**src/rtl/mfe_pkg.sv**
```systemverilog
// Package for the 14-bit control change fade envelope.
// Holds field widths, register indexes, phase and sequencer codes and the shared structs.
// No dependencies; every other file of the block imports it.
package mfe_pkg;

    localparam int CH_W        = 4;
    localparam int CC_W        = 7;
    localparam int VAL_W       = 14;
    localparam int HALF_W      = 7;
    localparam int TIME_W      = 16;
    localparam int STEP_W      = 24;
    localparam int DVD_W       = 24;
    localparam int DIV_CNT_W   = $clog2(DVD_W);
    localparam int CFG_IDX_W   = 3;
    localparam int CFG_DATA_W  = 16;

    localparam int FADE_SCALE    = 1000;
    localparam int MIN_FADE      = 20;
    localparam int LSB_CC_OFFSET = 32;
    localparam int TICK_RATE_DEF = 1;

    typedef enum logic [CFG_IDX_W-1:0] {
        REG_CHANNEL  = 3'd0,
        REG_CC       = 3'd1,
        REG_START    = 3'd2,
        REG_HOLD     = 3'd3,
        REG_END      = 3'd4,
        REG_FADE_IN  = 3'd5,
        REG_FADE_OUT = 3'd6
    } cfg_reg_t;

    typedef enum logic [1:0] {
        PH_RISE      = 2'd0,
        PH_FALL_DOWN = 2'd1,
        PH_FALL_UP   = 2'd2
    } phase_t;

    typedef enum logic {
        ST_IDLE = 1'b0,
        ST_DIV  = 1'b1
    } seq_state_t;

    typedef struct packed {
        logic             busy;
        logic             done;
    } div_status_t;

    typedef struct packed {
        logic [VAL_W-1:0]  level;
        logic [STEP_W-1:0] step;
        logic [VAL_W-1:0]  target;
        logic              up;
        logic              jump;
    } ramp_req_t;

    typedef struct packed {
        logic [VAL_W-1:0]  level;
        logic              finished;
    } ramp_res_t;

endpackage

```
**src/rtl/mfe_ifs.sv**
```systemverilog
// Channel interfaces of the fade envelope: command requests in, control change requests out.
// Depends on mfe_pkg for the field widths.
interface mfe_cmd_if;
    import mfe_pkg::*;

    logic valid;
    logic ready;
    logic operation;
    logic gate_level;

    modport source (output valid, output operation, output gate_level, input ready);
    modport sink (input valid, input operation, input gate_level, output ready);
endinterface

interface mfe_msg_if;
    import mfe_pkg::*;

    logic              valid;
    logic              ready;
    logic [CH_W-1:0]   channel_out;
    logic [CC_W-1:0]   cc_msb_number;
    logic [CC_W-1:0]   cc_lsb_number;
    logic [HALF_W-1:0] value_msb;
    logic [HALF_W-1:0] value_lsb;

    modport source (output valid, output channel_out, output cc_msb_number,
                    output cc_lsb_number, output value_msb, output value_lsb,
                    input ready);
    modport sink (input valid, input channel_out, input cc_msb_number,
                  input cc_lsb_number, input value_msb, input value_lsb,
                  output ready);
endinterface

```
**src/rtl/midi_cc14_fade_envelope.sv**
```systemverilog
// Top level of the gated linear fade for a 14-bit MIDI control change.
// Depends on mfe_pkg, mfe_ifs (channel interfaces), mfe_divider and mfe_ramp.
//
// Usage: seven configuration registers are written through cfg_we, cfg_index and
// cfg_data while the block is idle; an index above six is ignored. Requests on
// the cmd channel are either an update tick (operation 0) or a new gate level
// (operation 1). A tick with an active fade produces one control change request
// on the msg channel carrying the channel, the MSB and LSB controller numbers and
// the 14-bit level split into two 7-bit halves. Gate requests never produce output.
//
// Timing: an accepted tick has its result in the output register on the next
// cycle. A gate change with a fade time of 20 or more starts the shared serial
// divider, which produces one quotient bit per cycle; cmd.ready stays low while
// it divides and until the step is written back. Other gate requests are taken
// without a division.
//
// Reset clears the configuration registers and the fade state to zero, with the
// fade-in phase selected and both fades inactive; the payload is not reset.
// When the receiver stalls, the result waits in the output register and
// cmd.ready stays low until it is taken, so no result is lost or overwritten.
module midi_cc14_fade_envelope #(
    parameter int TICK_RATE = mfe_pkg::TICK_RATE_DEF
) (
    input  logic                          clk,
    input  logic                          rst_n,
    input  logic                          cfg_we,
    input  logic [mfe_pkg::CFG_IDX_W-1:0]  cfg_index,
    input  logic [mfe_pkg::CFG_DATA_W-1:0] cfg_data,
    mfe_cmd_if.sink                       cmd,
    mfe_msg_if.source                     msg
);
    import mfe_pkg::*;

    // The divisor holds TICK_RATE times the largest fade time.
    localparam int DIVISOR_W = $clog2(TICK_RATE * ((1 << TIME_W) - 1) + 1);

    // Configuration registers.
    logic [CH_W-1:0]   midi_channel_reg;
    logic [CC_W-1:0]   cc_number_reg;
    logic [VAL_W-1:0]  start_value_reg;
    logic [VAL_W-1:0]  hold_value_reg;
    logic [VAL_W-1:0]  end_value_reg;
    logic [TIME_W-1:0] fade_in_time_reg;
    logic [TIME_W-1:0] fade_out_time_reg;

    // Fade state and sequencer.
    seq_state_t        state_reg, state_next;
    phase_t            phase_reg, phase_next;
    logic [VAL_W-1:0]  level_reg, level_next;
    logic [STEP_W-1:0] rise_step_reg, rise_step_next;
    logic [STEP_W-1:0] fall_step_reg, fall_step_next;
    logic              rise_active_reg, rise_active_next;
    logic              fall_active_reg, fall_active_next;
    logic              last_gate_reg, last_gate_next;
    logic              div_rise_reg, div_rise_next;
    logic              out_valid_reg, out_valid_next;

    // Output payload registers.
    logic [CH_W-1:0]   chan_out_reg;
    logic [CC_W-1:0]   msb_num_reg;
    logic [CC_W-1:0]   lsb_num_reg;
    logic [HALF_W-1:0] val_msb_reg;
    logic [HALF_W-1:0] val_lsb_reg;

    logic              accept;
    logic              emit;
    logic              rise_jump;
    logic              fall_jump;
    logic              div_start;
    logic [VAL_W-1:0]  op_a;
    logic [VAL_W-1:0]  op_b;
    logic [VAL_W-1:0]  op_diff;
    logic [DVD_W-1:0]  dividend;
    logic [DIVISOR_W-1:0] divisor;
    logic [DVD_W-1:0]  quotient;
    div_status_t       div_stat;
    ramp_req_t         ramp_req;
    ramp_res_t         ramp_res;

    // A new request is taken only while the divider is quiet and the output
    // register is free or being emptied in this cycle.
    assign cmd.ready = (state_reg == ST_IDLE) && (!out_valid_reg || msg.ready);
    assign accept    = cmd.valid && cmd.ready;

    assign rise_jump = (fade_in_time_reg < TIME_W'(MIN_FADE));
    assign fall_jump = (fade_out_time_reg < TIME_W'(MIN_FADE));

    // Configuration write port.
    always_ff @(posedge clk or negedge rst_n)
    begin
        if (!rst_n)
        begin
            midi_channel_reg  <= '0;
            cc_number_reg     <= '0;
            start_value_reg   <= '0;
            hold_value_reg    <= '0;
            end_value_reg     <= '0;
            fade_in_time_reg  <= '0;
            fade_out_time_reg <= '0;
        end
        else if (cfg_we)
        begin
            unique case (cfg_index)
                REG_CHANNEL:  midi_channel_reg  <= cfg_data[CH_W-1:0];
                REG_CC:       cc_number_reg     <= cfg_data[CC_W-1:0];
                REG_START:    start_value_reg   <= cfg_data[VAL_W-1:0];
                REG_HOLD:     hold_value_reg    <= cfg_data[VAL_W-1:0];
                REG_END:      end_value_reg     <= cfg_data[VAL_W-1:0];
                REG_FADE_IN:  fade_in_time_reg  <= cfg_data[TIME_W-1:0];
                REG_FADE_OUT: fade_out_time_reg <= cfg_data[TIME_W-1:0];
                default:
                begin
                end
            endcase
        end
    end

    // Step operands. A rising gate measures from start to hold over the fade-in
    // time; a falling gate measures from the present level to end over the
    // fade-out time. The scale by 1000 and by TICK_RATE are constant products.
    always_comb
    begin
        if (cmd.gate_level)
        begin
            op_a    = hold_value_reg;
            op_b    = start_value_reg;
            divisor = DIVISOR_W'(fade_in_time_reg) * DIVISOR_W'(TICK_RATE);
        end
        else
        begin
            op_a    = end_value_reg;
            op_b    = level_reg;
            divisor = DIVISOR_W'(fade_out_time_reg) * DIVISOR_W'(TICK_RATE);
        end
        op_diff  = (op_a > op_b) ? (op_a - op_b) : (op_b - op_a);
        dividend = DVD_W'(op_diff) * DVD_W'(FADE_SCALE);
    end

    // The ramp unit serves whichever fade the phase selects.
    always_comb
    begin
        ramp_req.level = level_reg;
        if (phase_reg == PH_RISE)
        begin
            ramp_req.step   = rise_step_reg;
            ramp_req.target = hold_value_reg;
            ramp_req.up     = !(level_reg > hold_value_reg);
            ramp_req.jump   = rise_jump;
        end
        else
        begin
            ramp_req.step   = fall_step_reg;
            ramp_req.target = end_value_reg;
            ramp_req.up     = (phase_reg == PH_FALL_UP);
            ramp_req.jump   = fall_jump;
        end
    end

    mfe_ramp u_ramp (
        .req (ramp_req),
        .res (ramp_res)
    );

    mfe_divider #(
        .DIVISOR_W (DIVISOR_W)
    ) u_divider (
        .clk      (clk),
        .rst_n    (rst_n),
        .start    (div_start),
        .dividend (dividend),
        .divisor  (divisor),
        .quotient (quotient),
        .status   (div_stat)
    );

    // Sequencer and fade state update.
    always_comb
    begin
        state_next       = state_reg;
        phase_next       = phase_reg;
        level_next       = level_reg;
        rise_step_next   = rise_step_reg;
        fall_step_next   = fall_step_reg;
        rise_active_next = rise_active_reg;
        fall_active_next = fall_active_reg;
        last_gate_next   = last_gate_reg;
        div_rise_next    = div_rise_reg;
        div_start        = 1'b0;
        emit             = 1'b0;

        unique case (state_reg)
            ST_IDLE:
            begin
                if (accept)
                begin
                    if (cmd.operation)
                    begin
                        // A repeated gate level changes nothing.
                        if (cmd.gate_level != last_gate_reg)
                        begin
                            last_gate_next = cmd.gate_level;
                            if (cmd.gate_level)
                            begin
                                phase_next       = PH_RISE;
                                rise_active_next = 1'b1;
                                fall_active_next = 1'b0;
                                level_next       = start_value_reg;
                                if (rise_jump)
                                begin
                                    rise_step_next = '0;
                                end
                                else
                                begin
                                    div_start     = 1'b1;
                                    div_rise_next = 1'b1;
                                    state_next    = ST_DIV;
                                end
                            end
                            else
                            begin
                                rise_active_next = 1'b0;
                                fall_active_next = 1'b1;
                                if (fall_jump)
                                begin
                                    fall_step_next = '0;
                                    phase_next     = PH_FALL_DOWN;
                                end
                                else
                                begin
                                    phase_next    = (end_value_reg > level_reg) ?
                                                    PH_FALL_UP : PH_FALL_DOWN;
                                    div_start     = 1'b1;
                                    div_rise_next = 1'b0;
                                    state_next    = ST_DIV;
                                end
                            end
                        end
                    end
                    else
                    begin
                        // An update tick moves the active fade one step.
                        if (phase_reg == PH_RISE)
                        begin
                            if (rise_active_reg)
                            begin
                                emit             = 1'b1;
                                level_next       = ramp_res.level;
                                rise_active_next = !ramp_res.finished;
                            end
                        end
                        else
                        begin
                            if (fall_active_reg)
                            begin
                                emit             = 1'b1;
                                level_next       = ramp_res.level;
                                fall_active_next = !ramp_res.finished;
                            end
                        end
                    end
                end
            end
            ST_DIV:
            begin
                if (div_stat.done)
                begin
                    if (div_rise_reg)
                    begin
                        rise_step_next = quotient;
                    end
                    else
                    begin
                        fall_step_next = quotient;
                    end
                    state_next = ST_IDLE;
                end
            end
            default:
            begin
                state_next = ST_IDLE;
            end
        endcase

        out_valid_next = emit || (out_valid_reg && !msg.ready);
    end

    always_ff @(posedge clk or negedge rst_n)
    begin
        if (!rst_n)
        begin
            state_reg       <= ST_IDLE;
            phase_reg       <= PH_RISE;
            level_reg       <= '0;
            rise_step_reg   <= '0;
            fall_step_reg   <= '0;
            rise_active_reg <= 1'b0;
            fall_active_reg <= 1'b0;
            last_gate_reg   <= 1'b0;
            div_rise_reg    <= 1'b0;
            out_valid_reg   <= 1'b0;
        end
        else
        begin
            state_reg       <= state_next;
            phase_reg       <= phase_next;
            level_reg       <= level_next;
            rise_step_reg   <= rise_step_next;
            fall_step_reg   <= fall_step_next;
            rise_active_reg <= rise_active_next;
            fall_active_reg <= fall_active_next;
            last_gate_reg   <= last_gate_next;
            div_rise_reg    <= div_rise_next;
            out_valid_reg   <= out_valid_next;
        end
    end

    // The result carries the registers as they stand at the tick. The LSB
    // controller number wraps within seven bits.
    always_ff @(posedge clk)
    begin
        if (emit)
        begin
            chan_out_reg <= midi_channel_reg;
            msb_num_reg  <= cc_number_reg;
            lsb_num_reg  <= cc_number_reg + CC_W'(LSB_CC_OFFSET);
            val_msb_reg  <= ramp_res.level[VAL_W-1:HALF_W];
            val_lsb_reg  <= ramp_res.level[HALF_W-1:0];
        end
    end

    assign msg.valid         = out_valid_reg;
    assign msg.channel_out   = chan_out_reg;
    assign msg.cc_msb_number = msb_num_reg;
    assign msg.cc_lsb_number = lsb_num_reg;
    assign msg.value_msb     = val_msb_reg;
    assign msg.value_lsb     = val_lsb_reg;

endmodule

```
**src/rtl/mfe_divider.sv**
```systemverilog
// Restoring serial divider that produces one quotient bit per cycle.
// Depends on mfe_pkg for the dividend width and the status struct.
module mfe_divider #(
    parameter int DIVISOR_W = 16
) (
    input  logic                     clk,
    input  logic                     rst_n,
    input  logic                     start,
    input  logic [mfe_pkg::DVD_W-1:0] dividend,
    input  logic [DIVISOR_W-1:0]     divisor,
    output logic [mfe_pkg::DVD_W-1:0] quotient,
    output mfe_pkg::div_status_t     status
);
    import mfe_pkg::*;

    logic                 busy_reg;
    logic                 done_reg;
    logic [DIV_CNT_W-1:0] cnt_reg;
    logic [DVD_W-1:0]     quo_reg;
    logic [DIVISOR_W-1:0] rem_reg;
    logic [DIVISOR_W-1:0] dsr_reg;

    logic [DIVISOR_W:0]   trial;
    logic                 fits;
    logic [DIVISOR_W-1:0] rem_next;

    // One restoring step: bring down the next dividend bit and subtract if it fits.
    always_comb
    begin
        trial    = {rem_reg, quo_reg[DVD_W-1]};
        fits     = (trial >= {1'b0, dsr_reg});
        if (fits)
        begin
            rem_next = DIVISOR_W'(trial - {1'b0, dsr_reg});
        end
        else
        begin
            rem_next = trial[DIVISOR_W-1:0];
        end
    end

    always_ff @(posedge clk or negedge rst_n)
    begin
        if (!rst_n)
        begin
            busy_reg <= 1'b0;
            done_reg <= 1'b0;
            cnt_reg  <= '0;
        end
        else
        begin
            done_reg <= 1'b0;
            if (start)
            begin
                busy_reg <= 1'b1;
                cnt_reg  <= '0;
            end
            else if (busy_reg)
            begin
                cnt_reg <= cnt_reg + 1'b1;
                if (cnt_reg == DIV_CNT_W'(DVD_W - 1))
                begin
                    busy_reg <= 1'b0;
                    done_reg <= 1'b1;
                end
            end
        end
    end

    always_ff @(posedge clk)
    begin
        if (start)
        begin
            quo_reg <= dividend;
            rem_reg <= '0;
            dsr_reg <= divisor;
        end
        else if (busy_reg)
        begin
            quo_reg <= {quo_reg[DVD_W-2:0], fits};
            rem_reg <= rem_next;
        end
    end

    assign quotient    = quo_reg;
    assign status.busy = busy_reg;
    assign status.done = done_reg;

endmodule

```
**src/rtl/mfe_ramp.sv**
```systemverilog
// One ramp tick: the shared add, subtract and compare unit of the fade.
// Depends on mfe_pkg for the ramp request and result structs.
module mfe_ramp (
    input  mfe_pkg::ramp_req_t req,
    output mfe_pkg::ramp_res_t res
);
    import mfe_pkg::*;

    logic [STEP_W-1:0] step_eff;
    logic [STEP_W:0]   sum;
    logic [STEP_W-1:0] level_ext;
    logic [STEP_W-1:0] diff;

    always_comb
    begin
        // A zero step still moves by one so that every ramp ends.
        step_eff  = (req.step == '0) ? STEP_W'(1) : req.step;
        level_ext = STEP_W'(req.level);
        sum       = {1'b0, level_ext} + {1'b0, step_eff};
        diff      = level_ext - step_eff;

        res.level    = req.target;
        res.finished = 1'b1;
        if (!req.jump)
        begin
            if (req.up)
            begin
                if (sum < (STEP_W + 1)'(req.target))
                begin
                    res.level    = sum[VAL_W-1:0];
                    res.finished = 1'b0;
                end
            end
            else
            begin
                if ((level_ext > step_eff) && (diff > STEP_W'(req.target)))
                begin
                    res.level    = diff[VAL_W-1:0];
                    res.finished = 1'b0;
                end
            end
        end
    end

endmodule
```
**src/flat_wrapper.sv**
```systemverilog
// flat-port wrapper written by rule: the top's interface ports become plain ports
module midi_cc14_fade_envelope_flat import mfe_pkg::*;
#(
    parameter int TICK_RATE = mfe_pkg::TICK_RATE_DEF
)
  (clk, rst_n, cfg_we, cfg_index, cfg_data, cmd_valid, cmd_operation, cmd_gate_level, cmd_ready, msg_valid, msg_channel_out, msg_cc_msb_number, msg_cc_lsb_number, msg_value_msb, msg_value_lsb, msg_ready);
  mfe_cmd_if cmd_i ();
  mfe_msg_if msg_i ();
  input  logic clk;
  input  logic rst_n;
  input  logic cfg_we;
  input  logic [mfe_pkg::CFG_IDX_W-1:0] cfg_index;
  input  logic [mfe_pkg::CFG_DATA_W-1:0] cfg_data;
  input wire logic [$bits(cmd_i.valid)-1:0] cmd_valid;
  input wire logic [$bits(cmd_i.operation)-1:0] cmd_operation;
  input wire logic [$bits(cmd_i.gate_level)-1:0] cmd_gate_level;
  output wire logic [$bits(cmd_i.ready)-1:0] cmd_ready;
  output wire logic [$bits(msg_i.valid)-1:0] msg_valid;
  output wire logic [$bits(msg_i.channel_out)-1:0] msg_channel_out;
  output wire logic [$bits(msg_i.cc_msb_number)-1:0] msg_cc_msb_number;
  output wire logic [$bits(msg_i.cc_lsb_number)-1:0] msg_cc_lsb_number;
  output wire logic [$bits(msg_i.value_msb)-1:0] msg_value_msb;
  output wire logic [$bits(msg_i.value_lsb)-1:0] msg_value_lsb;
  input wire logic [$bits(msg_i.ready)-1:0] msg_ready;
  assign cmd_i.valid = cmd_valid;
  assign cmd_i.operation = cmd_operation;
  assign cmd_i.gate_level = cmd_gate_level;
  assign cmd_ready = cmd_i.ready;
  assign msg_valid = msg_i.valid;
  assign msg_channel_out = msg_i.channel_out;
  assign msg_cc_msb_number = msg_i.cc_msb_number;
  assign msg_cc_lsb_number = msg_i.cc_lsb_number;
  assign msg_value_msb = msg_i.value_msb;
  assign msg_value_lsb = msg_i.value_lsb;
  assign msg_i.ready = msg_ready;
  midi_cc14_fade_envelope #(.TICK_RATE(TICK_RATE)) u_core (.clk(clk), .rst_n(rst_n), .cfg_we(cfg_we), .cfg_index(cfg_index), .cfg_data(cfg_data), .cmd(cmd_i), .msg(msg_i));
endmodule
```
**config.mk**
```make
export PLATFORM = sky130hd
export DESIGN_NAME = midi_cc14_fade_envelope_flat
export DESIGN_NICKNAME = d
export VERILOG_FILES = /design/src/rtl/mfe_pkg.sv /design/src/rtl/mfe_ifs.sv /design/src/rtl/midi_cc14_fade_envelope.sv /design/src/rtl/mfe_divider.sv /design/src/rtl/mfe_ramp.sv /design/src/flat_wrapper.sv
export SDC_FILE = /design/constraint.sdc
export NUM_CORES = 1
export LEC_CHECK = 0
export ABC_AREA = 1
export ABC_CLOCK_PERIOD_IN_PS = 16500
export BUFFER_PORTS_ARGS = -buffer_cell sky130_fd_sc_hd__buf_4
export CAP_MARGIN = 5
export CORE_MARGIN = 1.5
export CORE_UTILIZATION = 35
export CTS_CLUSTER_SIZE = 8
export DETAILED_ROUTE_END_ITERATION = 12
export SETUP_SLACK_MARGIN = 0.5
export SLEW_MARGIN = 20
export SYNTH_ARGS = -nofsm -noshare
export SYNTH_HDL_FRONTEND = slang
export SYNTH_SLANG_ARGS = --single-unit
export TNS_END_PERCENT = 100
```
**constraint.sdc**
```tcl
create_clock -name clk -period 16.5 [get_ports clk]
set_input_delay 0.825 -clock clk [delete_from_list [all_inputs] [get_ports clk]]
set_output_delay 0.825 -clock clk [all_outputs]
set_load 0.005 [all_outputs]
```
==> metrics.yaml <==
clock_network:
  cts_buffer_depth: 3
  cts_resized: 0
  clock-sinks: 245
  cts_tree: "done"
  root_buffer: "clkbuf_16"
  postCtsSetupBuffers: 0
  clock_latency_ps: 550
  cts_buffers: 37
  htree_num_levels: 2
  path_clk_slew_ps: 50
  hold_buffers: 0
sta:
  setup-tns-final_ps: 0
  maxSlewViolCount: 0
  slew_headroom_pct: 27.7
  hold_viol: 0
  finClkSkew_ps: 22.2
  worstMarginPinSlew_ps: 1070
  final.setup.worst_slack_ps: 7750
  timing.fmax_mhz: 114
  final-setup-viol-count: 0
  fin_crit_sh_pct: 53.0
  rsz0062_at_grt: "false"
  min_period_ps: 8750
flow_run:
  cap_violations: 0
placed_design:
  gp_congestion: 0.908
  post-dp-hpwl_microns: 42000
  place_area_sq_um: 19900
  dp_slack_ps: 7250
  portBuffers: 59
logic_synthesis:
  yosysUniqueCellTypes: 68
  mappedNetlistNets: 2717
  synth-seq-cells: 245
  synth_largest_area_cell: "dfrtp_1"
  seq_area_frac_synth_pct: 33.6
  synth_common_cells: "nand2_1 (667), inv_1 (346), o21ai_0 (259)"
  yosys.cell_count.top_type: "nand2_1"
  synth_area_per_cell_sq_um: 7.66
  synth_top_area_share_pct: 21.4
  syn_inst: 2470
  synth_edf_count: 64
  synth_warnings: 0
  synthFlopType: "dfrtp_1"
  synth_area_sq_um: 18900
  async_flop_share_pct: 66.1
  synthTopCellsByArea: "dfrtp_1 (21%), nand2_1 (13%), ha_1 (11%)"
floorplanning:
  die-area_sq_um: 55500
  floorplan.initialDensity_pct: 35.3
  die_h_microns: 236
  rows: 85
  fp.dieW_microns: 236
  ios: 60
  core_sq_um: 53600
drt:
  drtAntennaViolNets: 0
  drt-total-wl_microns: 54200
  num_vias: 16400
  dr.pass1.iters: 6
  routedWlPerCell_microns: 16.8
  drc: 0
  viasPerCell: 5.10
  drt_iter0_markers: 1146
worst_setup_path:
  rr_startpoint: "u_core.level_reg[1]$_DFFE_PN0P_"
  start_kind: "primary input"
  path_common_cell: "nand2_1"
  worstSetupStartpoint: "cmd_gate_level"
  worst_setup_path_end_kind: "flop"
  cp_num_buf_inv: 6
  critPathMaxStageDelay_ps: 590
  worst_ep_required_time_ps: 16790
  path_delay_family: "adder cells"
  crit_arrival_ps: 9030
  worstPathMaxFanout: 62
  critical_path_class: "in2reg"
  crit_slowest_cell: "inv_1"
final_layout:
  finalInstanceArea_sq_um: 21000
  post-route-util_pct: 39.2
  drive_gt1_share_pct: 8.21
  fin_nets: 2747
  fill_cells: 5599
  seq_area_sq_um: 6360
  syn_to_final_growth_pct: 11.1
  diodes: 0
  multi_input_area_sq_um: 10800
grt:
  grt_pass1_vias: 15900
  grt_pass1_wl_microns: 86200
  track_usage_pct: 19.4
  antenna_found_initial: 0
  grt_max_degree: 92
  grt_overflow_total: 0
worst_hold_path:
  hp-class: "in2async"
outcome:
  status: "complete, no violations"
## final cells by class
| class | count | area share, % |
|---|---|---|
| clock inverter | 3 | 0.196 |
| inverter | 360 | 6.43 |
| sequential | 245 | 30.2 |
| timing repair buffer | 77 | 2.77 |
| clock buffer | 57 | 4.96 |
| multi-input combinational | 1779 | 51.3 |
| tap | 696 | 4.14 |
## path summary, 6_finish.rpt
kind                                                           endpoint  slack [ps]  depth (start not counted)
worst max-delay path            u_core.u_divider.quotient[21]$_DFFE_PP_        7750                         37
worst min-delay path                u_core.end_value_reg[4]$_DFFE_PN0P_         360                          1
worst max register to register  u_core.u_divider.quotient[21]$_DFFE_PP_        8680                         32
worst min register to register    u_core.msg.cc_lsb_number[0]$_DFFE_PP_         440                          0
max in group asynchronous          u_core.rise_step_reg[21]$_DFFE_PN0P_       14670                          2
min in group clk                  u_core.msg.cc_lsb_number[0]$_DFFE_PP_         440                          0
## metal layers
metal | track usage [%] | wire length [microns] | up-vias
met5 | 0 | 0 | -
met1 | 26.8 | 25100 | 7802
met2 | 32.2 | 25200 | 415
met3 | 2.12 | 2620 | 78
li1 | - | - | 8100
met4 | 5.45 | 1280 | 0
## placed cells by master (no fill, tap or decap), types with 29 or more instances in the layout
master / count
a21oi_1: 128
buf_4: 76
clkbuf_16: 38
dfrtp_1: 162
edfxtp_1: 64
fa_1: 48
ha_1: 173
inv_1: 346
nand2_1: 667
nand3_1: 113
nor2_1: 94
o21ai_0: 259
or2_2: 29
xor2_1: 57
## worst reg2reg max path, delay by kind of cell, from the launching register on
kind                     cells  cell delay [ps]
adder cells (fa/ha/maj)      6             2750
AO/OA/AOI/OAI               12             2170
AND/OR/NAND/NOR              9              980
flip-flops                   1              660
XOR/XNOR                     1              420
buffers and inverters        3              310
multiplexers                 1              250
## stage by stage
step / hold slack [ps] / cells
finish: 363 / 3217
global route: 414 / 3217
CTS: 377 / 3217
detailed placement: 430 / 3157
global placement: 434 / 3157
floorplan: 425 / 2470
## cell families (layout without fill, tap and decap cells)
family	Yosys count	after routing	share of synthesized area [%]
fa+ha+maj	221	221	16.5
simple gates	995	995	22.4
mux	4	4	0.212
xor+xnor	74	74	3.46
compound gates	485	485	14.3
flops	245	245	33.6
buf+inv	446	497	9.50
Power is left out: the tool's default activity adds up to more than one toggle a clock period on the data nets, which glitch-free logic cannot reach.
